--- src/sv/hbh_count_mem.sv ---
// hbh_count_mem: single-port-write, single-port-read count memory,
// read data registered. No dependencies.
module hbh_count_mem #(
  parameter int DEPTH = 16,
  parameter int AW    = 4,
  parameter int DW    = 24
) (
  input  logic          clk,
  input  logic          we,
  input  logic [AW-1:0] waddr,
  input  logic [DW-1:0] wdata,
  input  logic          re,
  input  logic [AW-1:0] raddr,
  output logic [DW-1:0] rdata
);

  logic [DW-1:0] mem [DEPTH];

  always_ff @(posedge clk) begin
    if (we) begin
      mem[waddr] <= wdata;
    end
    if (re) begin
      rdata <= mem[raddr];
    end
  end

endmodule

--- config.mk ---
export PLATFORM = sky130hd
export DESIGN_NAME = hbh_count_mem
export DESIGN_NICKNAME = d
export VERILOG_FILES = /design/src/sv/hbh_count_mem.sv
export SDC_FILE = /design/constraint.sdc
export NUM_CORES = 1
export LEC_CHECK = 0
export ABC_AREA = 1
export ABC_CLOCK_PERIOD_IN_PS = 2300
export BUFFER_PORTS_ARGS = -buffer_cell sky130_fd_sc_hd__buf_2
export CAP_MARGIN = 15
export CORE_UTILIZATION = 40
export DETAILED_ROUTE_END_ITERATION = 10
export MAX_ROUTING_LAYER = met4
export PLACE_DENSITY_LB_ADDON = 0.12
export SYNTH_ARGS = -nofsm -noshare
export SYNTH_HDL_FRONTEND = slang
export SYNTH_SLANG_ARGS = --single-unit
export TNS_END_PERCENT = 10
--- constraint.sdc ---
create_clock -name clk -period 2.3 [get_ports clk]
set_input_delay 0.46 -clock clk [delete_from_list [all_inputs] [get_ports clk]]
set_output_delay 0.46 -clock clk [all_outputs]
set_load 0.01 [all_outputs]
==> results of run 1 <==
-- logic make-up (layout without fill, tap and decap cells) --
kind of cell	count (synthesis)	after routing	share of synthesized area [%]
buf+inv	372	480	8.75
flops	408	408	71.3
other cells	0	1	0
simple gates	817	817	20.0
-- path summary, 6_finish.rpt --
kind | startpoint | end | slack [ns]
setup / recovery | rdata[10] | rdata[10] | 0.58
hold / removal | wdata[14] | mem[2][14] | 0.30
setup reg to reg | mem[7][4] | rdata[4] | 1.15
hold reg to reg | mem[12][6] | rdata[6] | 0.73
-- cell type report --
type	instances	area (um^2)
fillers	3842	22200
clock buffers	59	1180
well taps	539	674
diodes	1	2.50
flip-flops and latches	408	12300
inverters	294	1110
multi-input cells	817	3560
repair buffers	110	977
clock inverters	17	150
-- power groups by stage --
stage	clock network (W)	registers (W)	logic, W
finish	0.00667	0.00843	0.00103
global route	0.00708	0.00845	0.00116
CTS	0.00683	0.00844	0.00106
detailed placement	0	0.00859	0.00105
global placement	0	0.00859	0.00105
floorplan	0	0.00859	0.000543
-- metrics by stage --
step	worst slack [ns]	instance area (um^2)
after floorplan	0.194	17200
after global placement	0.400	18600
after detailed placement	0.398	18600
after CTS	0.558	19900
after global routing	0.561	19900
final	0.579	19900
-- state kept, by name, summed over array words and instances (netlist names) --
signal,count
rdata,24
mem,384
-- placed cells by master (no fill, tap or decap) --
cell type,n
nor2_1,1
bufinv_16,3
buf_2,56
nand3b_1,2
inv_6,1
buf_12,23
clkinvlp_4,1
clkbuf_1,14
clkinv_1,10
clkinv_2,4
inv_2,1
edfxtp_1,408
buf_4,30
buf_6,1
inv_1,291
nand2_1,509
clkbuf_16,45
diode_2,1
nor2_4,16
nand3_1,289
-- per-layer routing --
metal	wire length (um)	vias to the layer above
li1	-	5328
met5	0	-
met2	21000	225
met4	1040	0
met3	1850	73
met1	20000	5383
==> metrics.cfg, run 1 <==
[routing]
ant_nets = 0
first_iter_violations = 703
avgViaCountPerCell = 4.90
first_pass_iters = 5
vias = 11000
drc = 0
wl_per_cell_um = 19.5
wirelength_mm = 43.9

[sta]
tightest_slew_ns = 0.544
grt_setup_unrepaired = no
whs_ns = 0.300
slew_violations = 0
fmax_mhz = 581
relSlewSlack_pct = 63.7
setup_viol = 0
setup_tns_ns = 0
clock_skew_ns = 0.00689
fin_crit_ns = 1.72
hold_viol = 0
finalCritPeriodShare_pct = 74.8

[pwr]
internal_power_w = 0.0126
power_w = 0.0161
switchingPower_w = 0.00355
pwr-share-seq_pct = 52.3
power.share.switching_pct = 22.0
ir_worst_vdd_v = 0.000485
power_frac_clock_pct = 41.3
leakage_nw = 8.38
pwr-share-comb_pct = 6.4
powerDensity_nw_per_um2 = 811

[final_layout]
fin_util_pct = 47.2
fin_cells = 2245
areaGrowthSynthToFinish_pct = 15.8
layout-drive-gt1-share_pct = 10.6
finalNetCount = 1710

[setup_path]
worstSetupPathDepth = 1
crit_buf_inv = 1
crit_type = register to output port
path_max_fanout = 1
arrival_ns = 1.26
startpoint_type = register
crit_required_ns = 1.84
end_kind = output port
crit_chain = buf_2
r2r_cells = 6
slowest_stage = edfxtp_1
cp_slowest_stage_delay_ns = 0.51
path_delay_family = flip-flops

[yosys]
synth.distinct_cells = 11
syn_inst = 1597
synthTopCellsByArea = edfxtp_1, nand2_1, nand3_1
avgSynthCellArea_um2 = 10.8
ys_seq_area_share_pct = 71.3
synth_area_leader_cell = edfxtp_1
synth_nets = 1632
ys_top_cells_by_count = nand2_1, edfxtp_1, inv_1
ys_warn_count = 0
synth-main-ff-cell = edfxtp_1
synth_edf_count = 408
ys_ff_latch = 408
yosysTopAreaCellShare_pct = 71.3
synth.cell_area_um2 = 17200
synth-async-reset-ratio_pct = 0
synth_most_common_cell = nand2_1

[cts]
numCtsBuffers = 44
cts_setup_buffers = 0
htree_levels = 2
clk_latency_ns = 0.56
ctsResizeCount = 0
cts_tree = yes
cts-root-buf = clkbuf_16
clockBufferDepth = 3
postCtsHoldBufs = 0
clk_pin_slew_ns = 0.06
clkSinkCount = 408

[grt]
grt_pass1_vias = 10900
antenna_found_initial = 1
use_met3_pct = 2.95
grt_usage_pct = 21.3
grt_util_met1_pct = 28.2
grt_max_degree = 79
grt_pass1_wl_mm = 67.1
grt_remaining_overflow = 0
busiest_layer = met2
met2_usage_pct = 34.3

[placement]
place.gp.congestion = 0.787
hpwl_mm = 24.8
placedCellCount = 2168
port_buffers = 58

[floorplan]
core_area_um2 = 42100
die_h_um = 209
rows = 75
fp.dieW_um = 209
die_area_um2 = 43800
ios = 59
initial_core_util_pct = 40.8

[worst_hold_path]
hold_depth = 1
hp-class = input pin to register

[job]
maxCapViolations = 0

[outcome]
run_status = finished, final reports clean

Power figures use the tool's default switching activity.
==> inputs of run 2 (changes only) <==
ABC_AREA = 0   (was 1)
ABC_CLOCK_PERIOD_IN_PS = 1700   (was 2300)
clock period = 1.7 ns   (was 2.3 ns; I/O delays follow)
==> metrics.cfg, run 2 <==
[yosys]
synthTopCellsByArea = edfxtp_1, mux4_2, a22oi_1
synth_most_common_cell = edfxtp_1
synth_adder_area_share_pct = 0
synth_nets = 671
synth_top_family_by_area = multiplexers
yosysTopAreaCellShare_pct = 80.8
avgSynthCellArea_um2 = 23.9
synth_edf_count = 408
synth_area_leader_cell = edfxtp_1
synth_xor_area_share_pct = 0
ys_warn_count = 0
syn_inst = 636
ys_ff_latch = 408
ys_seq_area_share_pct = 80.8
synth-compound-area-share_pct = 2.38
synth-main-ff-cell = edfxtp_1
synth.distinct_cells = 15
synth-async-reset-ratio_pct = 0
ys_top_cells_by_count = edfxtp_1, mux4_2, a22oi_1
synth.cell_area_um2 = 15200
muxShareOfSynthArea_pct = 14.3
synth_simple_gate_area_share_pct = 1.47

[final_layout]
top_regs = mem: 384 flops, rdata: 24 flops
layout_commonest_cell = edfxtp_1
layout_common_cells = edfxtp_1, mux4_2, buf_2
fin_util_pct = 49.9
finalNetCount = 803
layout-drive-gt1-share_pct = 36.8
largest_register_ffs = 384
fillCellCount = 2992
top_register = mem
areaGrowthSynthToFinish_pct = 21.6

[worst_hold_path]
hp-class = input pin to register

[setup_path]
cp_slowest_stage_delay_ns = 0.44
path_max_fanout = 1
startpoint_type = register
end_kind = output port
crit_chain = buf_2
crit_required_ns = 1.36
path_delay_family = flip-flops
crit_type = register to output port
slowest_stage = edfxtp_1
crit_buf_inv = 1
arrival_ns = 1.14

[grt]
antenna_found_initial = 1
grt_usage_pct = 18.8
grt_pass1_wl_mm = 50.2
grt_remaining_overflow = 0
grt_pass1_vias = 7627
grt_max_degree = 25

[floorplan]
ios = 59
die_area_um2 = 38700
die_h_um = 197
rows = 70
initial_core_util_pct = 41.0
core_area_um2 = 37000
fp.dieW_um = 197

[routing]
first_pass_iters = 4
wl_per_cell_um = 26.0
ant_nets = 0
drc = 0
wirelength_mm = 33.9
first_iter_violations = 425
vias = 6929
avgViaCountPerCell = 5.30

[cts]
clk_pin_slew_ns = 0.06
clockBufferDepth = 3
clk_latency_ns = 0.54
postCtsHoldBufs = 0
numCtsBuffers = 43
cts-root-buf = clkbuf_16
cts_setup_buffers = 0
cts_tree = yes
ctsResizeCount = 0
clkSinkCount = 408
htree_levels = 2

[outcome]
run_status = finished, final reports clean

[sta]
finalCritPeriodShare_pct = 87.1
clock_skew_ns = 0.0131
fmax_mhz = 676
setup_ws_ns = 0.220
slew_violations = 0
grt_setup_unrepaired = no
fin_crit_ns = 1.48
setup_viol = 0
tightest_slew_ns = 0.751
relSlewSlack_pct = 49.9
hold_viol = 0

[pwr]
power_w = 0.0221
powerDensity_nw_per_um2 = 1200
leakage_nw = 5.96
ir_worst_vdd_v = 0.000718

[job]
maxCapViolations = 0

[placement]
dp_slack_ns = -0.239
place.gp.congestion = 0.732
port_buffers = 58
hpwl_mm = 19.5

[run 2: logic make-up after synthesis]
kind of cell           count (synthesis)
AOI/OAI and AO/OA                     48
buffers and inverters                 33
and+or+nand+nor                       51
muxes                                 96
DFF                                  408
[run 2: final timing paths]
kind | startpoint | endpoint | slack [ns] | cells after the start
setup / recovery | rdata[22] | rdata[22] | 0.22 | 1
hold / removal | wdata[2] | mem[5][2] | 0.18 | 1
setup reg to reg | mem[3][12] | rdata[12] | 0.24 | 3
hold reg to reg | mem[15][19] | rdata[19] | 0.74 | 3
[run 2: where the power goes]
part | switching (W) | leakage [nW] | internal [W] | total, W
registers | 0.0000575 | 3.71 | 0.0113 | 0.0114
logic | 0.000625 | 1.54 | 0.000504 | 0.00113
clock network | 0.00364 | 0.708 | 0.00589 | 0.00953
total | 0.00432 | 5.96 | 0.0177 | 0.0221
[run 2: layer usage]
layer,vias up,track usage (%),share of wire (%)
met2,152,33.0,54
met5,-,-,0
met3,55,3.01,4.2
met1,3711,22.6,40
met4,0,4.94,2.0
li1,3011,-,-
[run 2: cell type report]
| class | count | area, um^2 | share of cell area, % |
|---|---|---|---|
| sequential | 408 | 12300 | 66.4 |
| multi-input combinational | 195 | 2890 | 15.7 |
| timing repair buffer | 120 | 1230 | 6.65 |
| clock buffer | 57 | 1170 | 6.35 |
| tap | 504 | 631 | 3.42 |
| clock inverter | 22 | 275 | 1.49 |
| antenna | 1 | 2.50 | 0.0136 |
[run 2: per-stage QoR]
stage	hold WS [ns]	area [um^2]	instances	setup TNS, ns
after floorplan	0.439	15200	636	-94.12
after global placement	0.700	17000	1227	-2.84
after detailed placement	0.727	17000	1227	-4.04
after CTS	0.150	18400	1306	0
after global routing	0.159	18400	1307	0
final	0.181	18400	1307	0
==> inputs of run 3 (changes only) <==
RECOVER_POWER = 100   (was not set)
==> metrics.cfg, run 3 (same netlist as run 2, synthesis figures left out) <==
[outcome]
run_status = finished, final reports clean

[routing]
first_pass_iters = 4
first_iter_violations = 452
drc = 0
avgViaCountPerCell = 5.30
ant_nets = 0
wirelength_mm = 33.9
vias = 6926
wl_per_cell_um = 26.0

[final_layout]
layout_commonest_cell = edfxtp_1
top_register = mem
design_area_um2 = 18000
finalNetCount = 803
layout-drive-gt1-share_pct = 29.2
top_regs = mem: 384 flops, rdata: 24 flops
largest_register_ffs = 384
layout_common_cells = edfxtp_1, mux4_2, clkbuf_1
areaGrowthSynthToFinish_pct = 18.8

[sta]
slew_violations = 0
relSlewSlack_pct = 24.3
setup_tns_ns = 0
grt_setup_unrepaired = no
fmax_mhz = 635
clock_skew_ns = 0.0174
fin_crit_ns = 1.57
tightest_slew_ns = 1.14
setup_viol = 0
whs_ns = 0.309
finalCritPeriodShare_pct = 92.6
hold_viol = 0

[setup_path]
crit_buf_inv = 3
crit_start = waddr[2]
cpMostUsedCell = clkbuf_2
path_delay_family = buffers and inverters
crit_type = input pin to register
path_max_fanout = 15
r2r_start = mem[3][12]
arrival_ns = 1.74
worst_r2r_endpoint = rdata[12]
crit_chain = buf_2 > or3b_1 > clkbuf_2 > nor2_4 > clkbuf_2
slowest_stage = clkbuf_2
cp_slowest_stage_delay_ns = 0.52
r2r_cells = 3
startpoint_type = input pin
reg2reg_slack_ns = 0.26
end_kind = register
crit_required_ns = 1.86

[cts]
cts-root-buf = clkbuf_16
ctsResizeCount = 0
numCtsBuffers = 43
postCtsHoldBufs = 0
htree_levels = 2
clk_latency_ns = 0.54
clkSinkCount = 408
clk_pin_slew_ns = 0.06
cts_tree = yes
clockBufferDepth = 3
cts_setup_buffers = 0

[grt]
grt_max_degree = 25
grt_pass1_wl_mm = 50.2
grt_remaining_overflow = 0
grt_usage_pct = 18.8
grt_pass1_vias = 7627
antenna_found_initial = 1

[worst_hold_path]
hp-class = input pin to register
holdCritStartpoint = wdata[2]
min_to = mem[5][2]
hold_depth = 1

[placement]
hpwl_mm = 19.5
place.gp.congestion = 0.732
dpl_cell_area_um2 = 17000
port_buffers = 58

[pwr]
leakage_nw = 5.73
powerDensity_nw_per_um2 = 1220
ir_worst_vdd_v = 0.000718

[floorplan]
core_area_um2 = 37000
die_area_um2 = 38700
fp.dieW_um = 197
rows = 70
die_h_um = 197
initial_core_util_pct = 41.0
ios = 59

[job]
maxCapViolations = 0

run 3: cell types whose count changed in the layout (fill, tap and decap cells not counted):
cell / change
clkbuf_1: +53
buf_2: -47
buf_12: -19
clkbuf_2: +19
buf_4: -9
nor2_1: +7
nor2_4: -7
clkbuf_4: +3
or3b_1: +1
or3b_4: -1
run 3: worst reg2reg max path, cell delays in order (launching register included):
cell	delay [ns]
edfxtp_1	0.36
mux4_2	0.48
a22oi_1	0.22
nand2_1	0.12
run 3: worst max path at each step:
stage                 endpoint  slack, ns  depth (start not counted)
finish               mem[1][6]       0.13                          5
detailed placement   rdata[12]      -0.24                          5
CTS                   rdata[6]       0.20                          1
global placement     rdata[12]      -0.20                          5
floorplan           mem[10][0]      -0.32                          2
global route        mem[3][23]       0.09                          5
run 3: layer usage:
| metal | global-route usage, % | wire length [um] |
|---|---|---|
| met5 | - | 0 |
| met4 | 4.94 | 697 |
| met3 | 3.01 | 1260 |
| met2 | 33.0 | 18000 |
| met1 | 22.6 | 14000 |
run 3: final cells by class:
class / instances / area, um^2
antenna: 1 / 2.50
multi-input combinational: 195 / 2840
clock buffer: 57 / 1170
timing repair buffer: 120 / 861
sequential: 408 / 12300
fill: 3060 / 18900
clock inverter: 22 / 275
tap: 504 / 631
run 3: report_power, final:
group          total [W]  switching [W]  internal, W
Combinational    0.00106       0.000612     0.000447
Clock            0.00953        0.00364      0.00589
Sequential        0.0114      0.0000595       0.0113
run 3: metrics by stage:
| stage | utilization (%) | total power [W] | cells | setup slack, ns |
|---|---|---|---|---|
| 6_report | 48.8 | 0.0220 | 1307 | 0.126 |
| 5_1_grt | 48.8 | 0.0227 | 1307 | 0.0908 |
| 4_1_cts | 49.9 | 0.0223 | 1306 | 0.198 |
| 3_5_place_dp | 46.0 | 0.0128 | 1227 | -0.239 |
| 3_3_place_gp | 46.0 | 0.0127 | 1227 | -0.204 |
| 2_1_floorplan | - | 0.0122 | 636 | -0.321 |
